--- src/sv/mrfe_pkg.sv ---
// Shared types, codes and the CRC-16 byte update for the RTU master frame engine.
// No dependencies; imported by every module of the block but the checker.
package mrfe_pkg;

  // Frame size limit default
  localparam int unsigned MAX_FRAME_DEF = 256;

  // Command codes on the input tuser
  localparam logic [1:0] CMD_TX_BYTE = 2'd0;
  localparam logic [1:0] CMD_RX_BYTE = 2'd1;
  localparam logic [1:0] CMD_TICK    = 2'd2;

  // Configuration register indexes
  localparam logic [1:0] CFG_SLAVE_ADDR = 2'd0;
  localparam logic [1:0] CFG_FUNC_CODE  = 2'd1;
  localparam logic [1:0] CFG_RESP_LEN   = 2'd2;
  localparam logic [1:0] CFG_TIMEOUT    = 2'd3;

  // Configuration reset values
  localparam logic [7:0]  SLAVE_ADDR_RST = 8'd1;
  localparam logic [7:0]  FUNC_CODE_RST  = 8'd3;
  localparam logic [8:0]  RESP_LEN_RST   = 9'd7;
  localparam logic [15:0] TIMEOUT_RST    = 16'd2000;

  // Verdict codes
  localparam logic [2:0] ST_NONE    = 3'd0;
  localparam logic [2:0] ST_OK      = 3'd1;
  localparam logic [2:0] ST_ADDR    = 3'd2;
  localparam logic [2:0] ST_FUNC    = 3'd3;
  localparam logic [2:0] ST_CRC     = 3'd4;
  localparam logic [2:0] ST_TIMEOUT = 3'd5;

  // Function codes that return register words
  localparam logic [7:0] FC_READ_HOLDING = 8'd3;
  localparam logic [7:0] FC_READ_INPUT   = 8'd4;

  // CRC constants
  localparam logic [15:0] CRC_SEED = 16'hFFFF;
  localparam logic [15:0] CRC_POLY = 16'hA001;

  // One input word
  typedef struct packed {
    logic [1:0] cmd;
    logic [7:0] data;
    logic       last;
  } item_t;

  // One result word
  typedef struct packed {
    logic        tx_valid;
    logic [7:0]  tx_byte;
    logic        word_valid;
    logic [15:0] data_word;
    logic [2:0]  status;
    logic        out_last;
  } res_t;

  // All results of one item, oldest in slot 0
  typedef struct packed {
    logic [1:0]     cnt;
    res_t [2:0]     res;
  } res_set_t;

  // Reflected CRC-16 update over one byte, LSB first
  function automatic logic [15:0] crc_byte(input logic [15:0] crc_in, input logic [7:0] b);
    logic [15:0] c;
    c = crc_in ^ {8'h00, b};
    for (int i = 0; i < 8; i++) begin
      if (c[0]) begin
        c = (c >> 1) ^ CRC_POLY;
      end else begin
        c = c >> 1;
      end
    end
    return c;
  endfunction

endpackage

--- src/sv/mrfe_step.sv ---
// Frame state and the per-item step: request echo with CRC append, response checks,
// word extraction and tick timeout. Depends on mrfe_pkg.
module mrfe_step #(
  parameter int unsigned MaxFrame = mrfe_pkg::MAX_FRAME_DEF
) (
  input  logic              clk_i,
  input  logic              rst_ni,
  input  logic              adv_i,
  input  mrfe_pkg::item_t   item_i,
  input  logic [7:0]        slave_addr_i,
  input  logic [7:0]        func_code_i,
  input  logic [8:0]        resp_len_i,
  input  logic [15:0]       timeout_i,
  output mrfe_pkg::res_set_t set_o
);
  import mrfe_pkg::*;

  localparam int unsigned PosW = $clog2(MaxFrame + 1);

  // Phase codes
  localparam logic [1:0] PH_IDLE = 2'd0;
  localparam logic [1:0] PH_TX   = 2'd1;
  localparam logic [1:0] PH_RX   = 2'd2;
  localparam logic [1:0] PH_DONE = 2'd3;

  logic [1:0]      phase_q, phase_d;
  logic [15:0]     crc_q, crc_d;
  logic [PosW-1:0] pos_q, pos_d;
  logic [7:0]      held_q, held_d;
  logic [15:0]     tick_q, tick_d;

  logic [15:0] crc_tx;
  logic [15:0] crc_rx;
  logic [8:0]  n_len;
  logic [9:0]  p10;
  logic [9:0]  n10;
  logic [15:0] tick_inc;
  res_t        r_zero;

  // Request CRC restarts outside the sending phase
  assign crc_tx = crc_byte((phase_q != PH_TX) ? CRC_SEED : crc_q, item_i.data);
  assign crc_rx = crc_byte(crc_q, item_i.data);

  // Clamp the response length to the frame limit
  assign n_len    = (resp_len_i > 9'(MaxFrame)) ? 9'(MaxFrame) : resp_len_i;
  assign n10      = {1'b0, n_len};
  assign p10      = 10'(pos_q);
  assign tick_inc = (tick_q != 16'hFFFF) ? tick_q + 16'd1 : tick_q;
  assign r_zero   = '0;

  // Step logic
  always_comb begin
    phase_d = phase_q;
    crc_d   = crc_q;
    pos_d   = pos_q;
    held_d  = held_q;
    tick_d  = tick_q;
    set_o   = '0;
    set_o.cnt = 2'd1;
    set_o.res[0] = r_zero;
    set_o.res[0].out_last = 1'b1;

    if (item_i.cmd == CMD_TX_BYTE) begin
      set_o.res[0].tx_valid = 1'b1;
      set_o.res[0].tx_byte  = item_i.data;
      if (!item_i.last) begin
        phase_d = PH_TX;
        crc_d   = crc_tx;
      end else begin
        // Append CRC low byte first, then open the receive window
        set_o.cnt = 2'd3;
        set_o.res[0].out_last = 1'b0;
        set_o.res[1].tx_valid = 1'b1;
        set_o.res[1].tx_byte  = crc_tx[7:0];
        set_o.res[2].tx_valid = 1'b1;
        set_o.res[2].tx_byte  = crc_tx[15:8];
        set_o.res[2].out_last = 1'b1;
        phase_d = PH_RX;
        crc_d   = CRC_SEED;
        pos_d   = '0;
        held_d  = '0;
        tick_d  = '0;
      end
    end else if (item_i.cmd == CMD_RX_BYTE && phase_q == PH_RX) begin
      if (p10 == 10'd0 && item_i.data != slave_addr_i) begin
        set_o.res[0].status = ST_ADDR;
        phase_d = PH_DONE;
      end else if (p10 == 10'd1 && item_i.data != func_code_i) begin
        set_o.res[0].status = ST_FUNC;
        phase_d = PH_DONE;
      end else if (p10 > 10'd1 && p10 + 10'd1 == n10) begin
        set_o.res[0].status = (crc_q == {item_i.data, held_q}) ? ST_OK : ST_CRC;
        phase_d = PH_DONE;
      end else begin
        // For read function codes, emit a big-endian register word on each completed data pair
        if ((func_code_i == FC_READ_HOLDING || func_code_i == FC_READ_INPUT) &&
            p10 >= 10'd4 && !p10[0] && p10 + 10'd3 <= n10) begin
          set_o.res[0].word_valid = 1'b1;
          set_o.res[0].data_word  = {held_q, item_i.data};
        end
        if (p10 + 10'd2 < n10) begin
          crc_d = crc_rx;
        end
        held_d = item_i.data;
        if (pos_q < PosW'(MaxFrame)) begin
          pos_d = pos_q + PosW'(1);
        end
      end
    end else if (item_i.cmd == CMD_TICK && phase_q == PH_RX) begin
      tick_d = tick_inc;
      if (tick_inc >= timeout_i) begin
        set_o.res[0].status = ST_TIMEOUT;
        phase_d = PH_DONE;
      end
    end
  end

  // Commit state when an item is processed
  always_ff @(posedge clk_i or negedge rst_ni) begin
    if (!rst_ni) begin
      phase_q <= PH_IDLE;
      crc_q   <= CRC_SEED;
      pos_q   <= '0;
      held_q  <= '0;
      tick_q  <= '0;
    end else if (adv_i) begin
      phase_q <= phase_d;
      crc_q   <= crc_d;
      pos_q   <= pos_d;
      held_q  <= held_d;
      tick_q  <= tick_d;
    end
  end

endmodule

--- src/sv/mrfe_outbuf.sv ---
// Result register for up to three words of one item.
// Drained one word per cycle while the output is ready. Depends on mrfe_pkg.
module mrfe_outbuf (
  input  logic               clk_i,
  input  logic               rst_ni,
  input  logic               load_i,
  input  mrfe_pkg::res_set_t set_i,
  input  logic               pop_i,
  output logic               free_o,
  output logic               valid_o,
  output mrfe_pkg::res_t     head_o
);
  import mrfe_pkg::*;

  logic [1:0]  cnt_q, cnt_d;
  res_t [2:0]  buf_q, buf_d;

  // Take a new set once the last pending word leaves
  assign free_o  = (cnt_q == 2'd0) || (cnt_q == 2'd1 && pop_i);
  assign valid_o = (cnt_q != 2'd0);
  assign head_o  = buf_q[0];

  // Load or shift toward the head
  always_comb begin
    cnt_d = cnt_q;
    buf_d = buf_q;
    if (load_i) begin
      cnt_d = set_i.cnt;
      buf_d = set_i.res;
    end else if (pop_i) begin
      cnt_d    = cnt_q - 2'd1;
      buf_d[0] = buf_q[1];
      buf_d[1] = buf_q[2];
    end
  end

  always_ff @(posedge clk_i or negedge rst_ni) begin
    if (!rst_ni) begin
      cnt_q <= '0;
    end else begin
      cnt_q <= cnt_d;
    end
  end

  // Payload needs no reset
  always_ff @(posedge clk_i) begin
    buf_q <= buf_d;
  end

endmodule

--- src/sv/modbus_rtu_master_frame_engine_unit.sv ---
// Top level of the RTU master frame engine: configuration registers, input register,
// step logic and result register. Depends on mrfe_pkg, mrfe_step, mrfe_outbuf.
// A word accepted into the input register is processed once the result register has room.
// Throughput: one input word per cycle while each gives one result and the output is ready;
//   a final request byte gives three results and holds the input until they have drained.
// Reset: asynchronous active low; clears config to defaults, phase to idle, CRC to 0xFFFF.
module modbus_rtu_master_frame_engine_unit #(
  parameter int unsigned MaxFrame = mrfe_pkg::MAX_FRAME_DEF
) (
  input  logic        clk_i,
  input  logic        rst_ni,
  // Input stream
  input  logic        s_axis_tvalid_i,
  output logic        s_axis_tready_o,
  input  logic [7:0]  s_axis_tdata_i,   // [7:0] data
  input  logic [1:0]  s_axis_tuser_i,   // [1:0] cmd
  input  logic        s_axis_tlast_i,
  // Result stream
  output logic        m_axis_tvalid_o,
  input  logic        m_axis_tready_i,
  output logic [31:0] m_axis_tdata_o,   // [7:0] tx_byte, [23:8] data_word, [26:24] status
  output logic [1:0]  m_axis_tuser_o,   // [0] tx_valid, [1] word_valid
  output logic        m_axis_tlast_o,
  // Configuration write port
  input  logic        cfg_we_i,
  input  logic [1:0]  cfg_idx_i,
  input  logic [15:0] cfg_data_i
);
  import mrfe_pkg::*;

  logic [7:0]  slave_addr_q;
  logic [7:0]  func_code_q;
  logic [8:0]  resp_len_q;
  logic [15:0] timeout_q;

  item_t    item_q;
  logic     in_vld_q;
  logic     adv;
  logic     free;
  logic     pop;
  res_set_t set;
  res_t     head;

  // Configuration registers
  always_ff @(posedge clk_i or negedge rst_ni) begin
    if (!rst_ni) begin
      slave_addr_q <= SLAVE_ADDR_RST;
      func_code_q  <= FUNC_CODE_RST;
      resp_len_q   <= RESP_LEN_RST;
      timeout_q    <= TIMEOUT_RST;
    end else if (cfg_we_i) begin
      case (cfg_idx_i)
        CFG_SLAVE_ADDR: slave_addr_q <= cfg_data_i[7:0];
        CFG_FUNC_CODE:  func_code_q  <= cfg_data_i[7:0];
        CFG_RESP_LEN:   resp_len_q   <= cfg_data_i[8:0];
        CFG_TIMEOUT:    timeout_q    <= cfg_data_i;
        default: ;
      endcase
    end
  end

  // Advance the held word into the result register when it has room
  assign adv             = in_vld_q && free;
  assign s_axis_tready_o = !in_vld_q || adv;
  assign pop             = m_axis_tvalid_o && m_axis_tready_i;

  // Input register
  always_ff @(posedge clk_i or negedge rst_ni) begin
    if (!rst_ni) begin
      in_vld_q <= 1'b0;
    end else if (s_axis_tready_o) begin
      in_vld_q <= s_axis_tvalid_i;
    end
  end

  always_ff @(posedge clk_i) begin
    if (s_axis_tready_o && s_axis_tvalid_i) begin
      item_q.cmd  <= s_axis_tuser_i;
      item_q.data <= s_axis_tdata_i;
      item_q.last <= s_axis_tlast_i;
    end
  end

  mrfe_step #(
    .MaxFrame (MaxFrame)
  ) u_step (
    .clk_i        (clk_i),
    .rst_ni       (rst_ni),
    .adv_i        (adv),
    .item_i       (item_q),
    .slave_addr_i (slave_addr_q),
    .func_code_i  (func_code_q),
    .resp_len_i   (resp_len_q),
    .timeout_i    (timeout_q),
    .set_o        (set)
  );

  mrfe_outbuf u_outbuf (
    .clk_i   (clk_i),
    .rst_ni  (rst_ni),
    .load_i  (adv),
    .set_i   (set),
    .pop_i   (pop),
    .free_o  (free),
    .valid_o (m_axis_tvalid_o),
    .head_o  (head)
  );

  // Pack the head result onto the stream
  assign m_axis_tdata_o = {5'b0, head.status, head.data_word, head.tx_byte};
  assign m_axis_tuser_o = {head.word_valid, head.tx_valid};
  assign m_axis_tlast_o = head.out_last;

endmodule

--- config.mk ---
export PLATFORM = sky130hd
export DESIGN_NAME = modbus_rtu_master_frame_engine_unit
export DESIGN_NICKNAME = d
export VERILOG_FILES = /design/src/sv/mrfe_pkg.sv /design/src/sv/mrfe_step.sv /design/src/sv/mrfe_outbuf.sv /design/src/sv/modbus_rtu_master_frame_engine_unit.sv
export SDC_FILE = /design/constraint.sdc
export NUM_CORES = 1
export LEC_CHECK = 0
export ABC_CLOCK_PERIOD_IN_PS = 8150
export BUFFER_PORTS_ARGS = -buffer_cell sky130_fd_sc_hd__buf_2
export CORE_ASPECT_RATIO = 0.75
export CORE_MARGIN = 2
export CORE_UTILIZATION = 35
export DETAILED_ROUTE_END_ITERATION = 7
export GPL_TIMING_DRIVEN = 0
export PLACE_DENSITY_LB_ADDON = 0.08
export SLEW_MARGIN = 20
export SYNTH_ARGS = -nofsm -noshare
export SYNTH_HDL_FRONTEND = slang
export SYNTH_HIERARCHICAL = 1
export SYNTH_SLANG_ARGS = --single-unit
--- constraint.sdc ---
create_clock -name clk_i -period 8.15 [get_ports clk_i]
set_input_delay 1.2225 -clock clk_i [delete_from_list [all_inputs] [get_ports clk_i]]
set_output_delay 1.2225 -clock clk_i [all_outputs]
set_load 0.005 [all_outputs]
Word-level counts from Yosys, hierarchy flattened. Index checks and enable logic that the tools add are counted. W data, S select, Z words.

Input bits: 34. Flip-flop bits (word level): 156. Output and inout port bits: 37. Word-level logic and storage cells: 193.

Add/sub/neg operators: 6. Order comparisons: 7. Mux-type cells: 75. Bitwise logic cells: 18. Equality and inequality tests: 22. Reduce and logical (&&, ||, !) cells: 39.

Operators with widths (count): $mux W16 (29); $mux W60 (2); $mux W9 (10); $mux W17 (5); $mux W8 (6); $not A2 Y3 (16); $xor A16 B8 Y16 (2); $mux W11 (2); $mux W3 (7); $add A9 B2 Y10 const B (2); $mux W2 (10); $mux W20 (1); $add A16 B1 Y16 const B (1); $eq A16 B16 Y1 (1); $ge A16 B16 Y1 (1); $ne A16 B16 Y1 const B (1); $ne A8 B8 Y1 (2); $logic_and A1 B1 Y1 (12); $reduce_and A6 Y1 (2); $reduce_bool A2 Y1 (6); $add A9 B1 Y10 const B (1); $eq A10 B9 Y1 (1); $le A10 B9 Y1 (1); $logic_not A10 Y1 (1); 24 further kinds (45).

Logic depth before layout (Yosys ltp). Gate-level depths: netlist (run 1).

Depth after elaboration: 23. Mapped depth: 16. Depth with buffers taken out: 15.

By module. Netlist (run 1), hierarchy kept.

Modules (own cells, without submodules): mrfe_step (cells each 704, seq. area each 1296.2 um2, area an instance 5784.3 um2, times used 1); mrfe_outbuf (cells each 204, seq. area each 2752.6 um2, area an instance 3983.8 um2, times used 1); modbus_rtu_master_frame_engine_unit (cells each 110, seq. area each 1396.3 um2, area an instance 1993.2 um2, times used 1).

Worst setup path after synthesis (run 1). No wires, ideal clock.

Path type: input to register. Start: input port m_axis_tready_i. End: register u_outbuf/buf_q[30] (netlist name) (enable). Buffers on the path: 2. Setup time: 0.392 ns. Data arrival time: 3.544 ns. Cell stages on the path: 7. Data required time: 7.758 ns. Slack: 4.214 ns. Cells stage by stage: and2_1 -> nand2_1 -> nand2_1 -> and2_1 -> buf_6 -> buf_6 -> or2_2.

Word-level cells in the longest chain between the ends: 4.

Ends and longest elaborated chain: start, declared (RTL line modbus_rtu_master_frame_engine_unit.sv:20) `input logic m_axis_tready_i,`; $logic_and A1 B1 Y1 (RTL line modbus_rtu_master_frame_engine_unit.sv:65) `assign pop = m_axis_tvalid_o && m_axis_tready_i;`; $logic_and A1 B1 Y1 (RTL line mrfe_outbuf.sv:19) `assign free_o = (cnt_q == 2'd0) || (cnt_q == 2'd1 && pop_i);`; $logic_or A1 B1 Y1 (RTL line mrfe_outbuf.sv:19); named net free (RTL line modbus_rtu_master_frame_engine_unit.sv:39) `logic free;`; $logic_and A1 B1 Y1 (RTL line modbus_rtu_master_frame_engine_unit.sv:63) `assign adv = in_vld_q && free;`; named net adv (RTL line modbus_rtu_master_frame_engine_unit.sv:38) `logic adv;`; end signal, assigned (RTL line mrfe_outbuf.sv:47) `buf_q <= buf_d;`; end, declared (RTL line mrfe_outbuf.sv:16) `res_t [2:0] buf_q, buf_d;`.

The timed path passes the listed nets, and every way through them passes these cells. A chain may end at the register's enable or synchronous reset.

==> results of run 1 <==
cells in the final DEF (no fill, tap or decap), drive strengths merged, types with 8 or more instances in the layout:
cell and instances:
a21o 9, a21oi 18, and2 9, buf 172, clkbuf 45, conb 47, dfrtp 67, dfstp 28
edfxtp 101, ha 44, inv 49, mux2 115, mux2i 8, nand2 45, nand3 24, nand4 18
nor2 79, nor3 15, nor3b 10, o21a 11, o21ai 43, xnor2 75, xor2 30
metrics by stage:
step                util, %  setup slack, ns  area [µm²]  total power (W)
global placement       38.5             3.01       12800          0.00395
finish                 40.6             3.81       13500          0.00486
floorplan                 -             4.21       11900          0.00339
CTS                    40.6             3.77       13500          0.00492
global route           40.6             3.54       13500          0.00518
detailed placement     38.7             3.79       12900          0.00400
worst max-delay path: cells and delay by family, from the launching register on:
family | cells | cell delay, ns
AO/OA/AOI/OAI | 6 | 1.12
multiplexers | 1 | 0.32
XOR/XNOR | 1 | 0.22
adder cells (fa/ha/maj) | 1 | 0.29
AND/OR/NAND/NOR | 6 | 1.55
flip-flops | 1 | 0.33
buffers and inverters | 1 | 0.26
power by group through the flow:
stage          Clock [W]  Combinational [W]  Sequential (W)
5_1_grt         0.000962            0.00241         0.00181
4_1_cts         0.000928            0.00222         0.00177
6_report        0.000897            0.00219         0.00177
2_1_floorplan          0            0.00168         0.00172
3_3_place_gp           0            0.00215         0.00180
3_5_place_dp           0            0.00221         0.00179
state kept, by name, summed over array words and instances, names as in the netlist:
signal           count
u_step/phase_q       2
u_step/pos_q         9
timeout_q           16
u_outbuf/buf_q      60
in_vld_q             1
u_outbuf/head_o     30
u_outbuf/cnt_q       2
u_step/held_q        8
u_step/tick_q       16
resp_len_q           9
item_q              11
slave_addr_q         8
u_step/crc_q        16
func_code_q          8
cell type report:
type / instances / area, µm²
Tap cell: 450 / 563
Clock buffer: 20 / 479
Inverter: 42 / 158
Fill cell: 3206 / 19800
Clock inverter: 12 / 134
Timing Repair Buffer: 69 / 412
Buffer: 128 / 871
Sequential cell: 196 / 5450
Multi-Input combinational cell: 696 / 5460
cell usage after synthesis, drive strengths merged, types with 24 or more instances:
| cell | count |
|---|---|
| nand2 | 45 |
| ha | 44 |
| dfstp | 28 |
| dfrtp | 67 |
| edfxtp | 101 |
| nand3 | 24 |
| mux2 | 115 |
| buf | 103 |
| xor2 | 30 |
| xnor2 | 75 |
| o21ai | 43 |
| clkbuf | 25 |
| nor2 | 79 |
| inv | 41 |
kinds of logic (layout without fill, tap and decap cells):
family / Yosys count / in the layout / share of synthesized area, %
XOR/XNOR: 109 / 109 / 8.60
buffers and inverters: 170 / 271 / 8.74
AO/OA/AOI/OAI: 125 / 125 / 7.37
AND/OR/NAND/NOR: 248 / 248 / 10.9
other: 3 / 47 / 0.0957
adder cells (fa/ha/maj): 44 / 44 / 4.68
flip-flops: 196 / 196 / 46.3
multiplexers: 123 / 123 / 13.3
final timing paths:
path	endpoint	start	slack, ns	cells past startpoint
setup / recovery	u_outbuf/head_o[3]$_DFFE_PP_	u_step/tick_q[4]$_DFFE_PN0P_	3.81	16
hold / removal	timeout_q[14]$_DFFE_PN0P_	timeout_q[14]$_DFFE_PN0P_	0.51	1
setup reg to reg	u_outbuf/head_o[3]$_DFFE_PP_	u_step/tick_q[4]$_DFFE_PN0P_	3.81	16
hold reg to reg	timeout_q[14]$_DFFE_PN0P_	timeout_q[14]$_DFFE_PN0P_	0.51	1
max in group asynchronous	u_step/crc_q[5]$_DFFE_PN1P_	rst_ni	6.84	2
min in group asynchronous	timeout_q[11]$_DFFE_PN0P_	rst_ni	0.62	1
per-layer routing:
metal  vias up  global-route usage [%]  wire, µm
met2       115                    23.4     11300
met4         0                    4.70       324
met3        18                    2.58      1020
li1       3730                       -         -
met5         -                       0         0
met1      3640                    25.2     14900
==> qor.csv, run 1 <==
metric,value,unit
status,"complete, no violations",
CP Cell Sequence,"clkbuf_1, and4_1, and4_1, nand4_1, and2_1, and3_1, xor2_1, ha_1, a21o_1, a21o_1, a21oi_1, o21ai_0, nand2_1, o21ai_0, o21bai_1, mux2_2",
die height,163,µm
ANT cells,0,
RSZ-0062 raised after global routing,no,
Power Density,359,nW/µm²
Synth area leaders,"edfxtp_1 (26%), dfrtp_1 (14%), mux2_4 (6.4%)",
worst-skew pair later-pin latency,0.46,ns
clock buffer depth,2,
row count,58,
Fin Clk Skew,0.0147,ns
min Tclk post-route,4.34,ns
nets,1228,
"FFs w/ async S/R, synth",48.5,%
combinational share of power,45.2,%
P_sw,0.00170,W
Worst setup SP type,flop,
clk slew on worst S/H paths,0.08,ns
leakage,5.89,nW
Boundary Pins,71,
Post-Route WL,27.6,mm
sequential power share,36.3,%
sequential share of the synthesized area,46.3,%
CTS tree,done,
maximum number of pins on one net before global-route repair,73,
number of synthesized flops with an enable pin,101,
Clk network pwr share,18.5,%
PostCTS Resize Cnt,0,
relative slew slack,42.7,%
worst setup path class,reg2reg,
CP max stage cell,o21bai_1,
Crit Path Max Fanout,8,
crit-path max cell delay,0.35,ns
final period utilization,53.2,%
Final Wtd Congestion,0.806,
first-pass GRT wire length,43.6,mm
Worst EP arrival,4.54,ns
drt first pass iters,5,
core area,33300,µm²
H-tree Lvls,4,
gr usage total,16.4,%
initial core utilization,35.3,%
fmax,231,MHz
vias in the first global route,7372,
Worst Max-Slew Pin Slew,0.856,ns
Worst EP required,8.36,ns
initial antenna violation count,0,
Total Die Area,35100,µm²
Synth area leader,edfxtp_1,
setup_tns,0,ns
drt drc,0,
dpl hpwl,20.4,mm
fin. max-slew vios,0,
post-CTS setup buffer count,0,
wire per inst,17.1,µm
area delta synth->final,14.9,%
Die X,216,µm
Root Buffer,clkbuf_16,
via/cell ratio,4.65,
DP Cell Count,1581,
worst hold slack,0.506,ns
sw frac,35.0,%
area fraction of the dominant cell type after synthesis,25.8,%
synthesized area,11800,µm²
"Top FF cell, synth",edfxtp_1,
hold crit path type,reg2reg,
hold buffers post-CTS,0,
final setup fails,0,
initial drt markers,397,
clk sink count,196,
post-synth cell types,70,
vias,7503,
Peak VDD IR,0.000192,V
YS warnings,6,
Fin. Hold Viols,0,
Synth Instances,1018,
"antenna viol nets, final",0,
number of CTS-inserted buffers,17,
Yosys reg bits,196,
share of layout cells above drive strength 1,31.4,%
Overflow after GRT,0,
Setup crit end kind,flop,
IO buf count,65,
Finished Layout Cells,1613,
Max-cap violations,0,
Int Power,0.00316,W
syn_area_per_cell,11.6,µm²
No activity file was read; power rests on OpenSTA's default activity.
==> inputs of run 2 (changes only) <==
--- a/config.mk
+++ b/config.mk
@@ -5,7 +5,7 @@
 export SDC_FILE = /design/constraint.sdc
 export NUM_CORES = 1
 export LEC_CHECK = 0
-export ABC_CLOCK_PERIOD_IN_PS = 8150
+export ABC_CLOCK_PERIOD_IN_PS = 4400
 export BUFFER_PORTS_ARGS = -buffer_cell sky130_fd_sc_hd__buf_2
 export CORE_ASPECT_RATIO = 0.75
 export CORE_MARGIN = 2
==> constraint.sdc (replaced) <==
create_clock -name clk_i -period 4.4 [get_ports clk_i]
set_input_delay 0.66 -clock clk_i [delete_from_list [all_inputs] [get_ports clk_i]]
set_output_delay 0.66 -clock clk_i [all_outputs]
set_load 0.005 [all_outputs]
==> qor.csv, run 2 (synthesized netlist as in run 1, its figures left out) <==
metric,value,unit,change
status,"complete, no violations",,
Worst EP required,4.61,ns,-3.75 ns
row count,58,,unchanged
vias,7523,,+0.27%
min Tclk post-route,4.14,ns,-0.193 ns
initial antenna violation count,0,,unchanged
DP Cell Count,1581,,unchanged
wire per inst,17.1,µm,about the same
CP max stage cell,and4_1,,
area delta synth->final,15.1,%,
first-pass GRT wire length,43.6,mm,unchanged
gr usage total,16.4,%,unchanged
R2R Path End,u_outbuf/head_o[3]$_DFFE_PP_,,
Root Buffer,clkbuf_16,,
CTS tree,done,,
die height,163,µm,unchanged
clk slew on worst S/H paths,0.08,ns,about the same
fin. max-slew vios,0,,unchanged
Total Die Area,35100,µm²,unchanged
Largest Register,u_outbuf/buf_q,,
CP Cell Sequence,"clkbuf_1, and4_1, and4_1, nand4_1, and2_1, and3_1, xor2_1, ha_1, a21o_1, a21o_1, a21oi_1, o21ai_0, nand2_1, o21ai_0, o21bai_1, mux2_2",,
Finished Layout Cells,1615,,+0.12%
worst setup path class,reg2reg,,
fmax,241,MHz,+4.6%
via/cell ratio,4.66,,+0.14%
initial core utilization,35.3,%,unchanged
Fin Clk Skew,0.0140,ns,-0.000783 ns
Crit Path Max Fanout,8,,unchanged
setup_tns,0,ns,unchanged
nets,1230,,+0.16%
IO buf count,65,,unchanged
Max-cap violations,0,,unchanged
Critical Path Start,u_step/tick_q[4]$_DFFE_PN0P_,,
R2R setup slack,0.26,ns,-3.56 ns
Worst Max-Slew Pin Slew,0.851,ns,-0.00517 ns
hold crit path type,in2async,,
initial drt markers,401,,+1.0%
clock buffer depth,2,,unchanged
ANT cells,0,,unchanged
Boundary Pins,71,,unchanged
Setup crit end kind,flop,,
hold buffers post-CTS,0,,unchanged
maximum number of pins on one net before global-route repair,73,,unchanged
dpl ws,0.0406,ns,-3.75 ns
# fillers,3202,,-0.12%
core area,33300,µm²,unchanged
Post-Route WL,27.7,mm,+0.20%
final setup fails,0,,unchanged
drt drc,0,,unchanged
RR Startpoint,u_step/tick_q[4]$_DFFE_PN0P_,,
Fin. Hold Viols,0,,unchanged
utilization of the core after routing,40.6,%,+0.064 points
R2R depth,16,,unchanged
vias in the first global route,7372,,unchanged
share of layout cells above drive strength 1,31.6,%,+0.20 points
Overflow after GRT,0,,unchanged
H-tree Lvls,4,,unchanged
Final Wtd Congestion,0.806,,unchanged
Worst EP arrival,4.35,ns,-0.19 ns
Power Density,666,nW/µm²,+85%
crit-path max cell delay,0.35,ns,about the same
"antenna viol nets, final",0,,unchanged
Die X,216,µm,unchanged
leakage,5.90,nW,+0.14%
worst-skew pair later-pin latency,0.46,ns,about the same
Peak VDD IR,0.000355,V,+85%
final period utilization,94.2,%,+41 points
worst hold slack,0.0597,ns,-0.447 ns
drt first pass iters,7,,+2
number of CTS-inserted buffers,17,,unchanged
max FFs per register,60,,unchanged
most frequent cells in the layout,"edfxtp_1 (101), buf_4 (85), nor2_1 (79), xnor2_1 (75), buf_2 (74)",,
Worst setup SP type,flop,,
"commonest non-fill, non-tap cell in the layout",edfxtp_1,,
relative slew slack,43.1,%,+0.35 points
worst setup margin,0.256,ns,-3.56 ns
dpl hpwl,20.4,mm,unchanged
Setup crit end,u_outbuf/head_o[3]$_DFFE_PP_,,
clk sink count,196,,unchanged
## run 2: cell types whose count changed in the layout (fill, tap and decap cells not counted), sizes merged
cell  previous run  this run
buf            172       174
## run 2: worst min path at each step
stage,startpoint,endpoint,slack [ns],depth (start not counted)
3_3_place_gp,timeout_q[12]$_DFFE_PN0P_,timeout_q[12]$_DFFE_PN0P_,0.49,1
2_1_floorplan,rst_ni,func_code_q[2]$_DFFE_PN0P_,0.36,0
6_report,rst_ni,timeout_q[11]$_DFFE_PN0P_,0.06,1
5_1_grt,rst_ni,timeout_q[13]$_DFFE_PN0P_,0.06,1
3_5_place_dp,timeout_q[14]$_DFFE_PN0P_,timeout_q[14]$_DFFE_PN0P_,0.49,1
4_1_cts,rst_ni,timeout_q[13]$_DFFE_PN0P_,0.04,1
## run 2: metal layers
layer / global-route usage, % / vias to the layer above / part of all wire (%)
met5: 0 / - / 0
met4: 4.70 / 0 / 1.2
met3: 2.58 / 18 / 3.6
met2: 23.4 / 118 / 41
met1: 25.2 / 3655 / 54
li1: - / 3732 / -
## run 2: where the power goes
group / leakage [nW] / internal, W / switching [W] / total (W)
clock: 0.304 / 0.000872 / 0.000792 / 0.00166
sequential: 2.13 / 0.00291 / 0.000364 / 0.00327
combinational: 3.46 / 0.00207 / 0.00201 / 0.00408
total: 5.90 / 0.00585 / 0.00317 / 0.00901
## run 2: stage by stage
step | power (W) | cell area [µm²]
2_1_floorplan | 0.00629 | 11900
3_3_place_gp | 0.00732 | 12800
3_5_place_dp | 0.00740 | 12900
4_1_cts | 0.00911 | 13500
5_1_grt | 0.00960 | 13500
6_report | 0.00901 | 13500
## run 2: final cells by class
class	instances	area [µm²]	share of cell area (%)
buffer	128	871	6.43
clock buffer	20	479	3.54
clock inverter	12	134	0.989
inverter	42	158	1.16
multi-input combinational	696	5460	40.3
sequential	196	5450	40.2
tap	450	563	4.16
timing repair buffer	71	427	3.15
## run 2: worst max-delay path, delay by kind of cell (launching register included)
kind / cells / cell delay, ns
flops: 1 / 0.33
fa+ha+maj: 1 / 0.29
mux: 1 / 0.32
buf+inv: 1 / 0.26
simple gates: 6 / 1.35
xor+xnor: 1 / 0.23
compound gates: 6 / 1.11
## run 2: repair_timing
| action | CTS | global route |
|---|---|---|
| gates resized for setup | 0 | 1 |
| setup endpoints to repair | 0 | 13 |
| setup buffers | 0 | 2 |
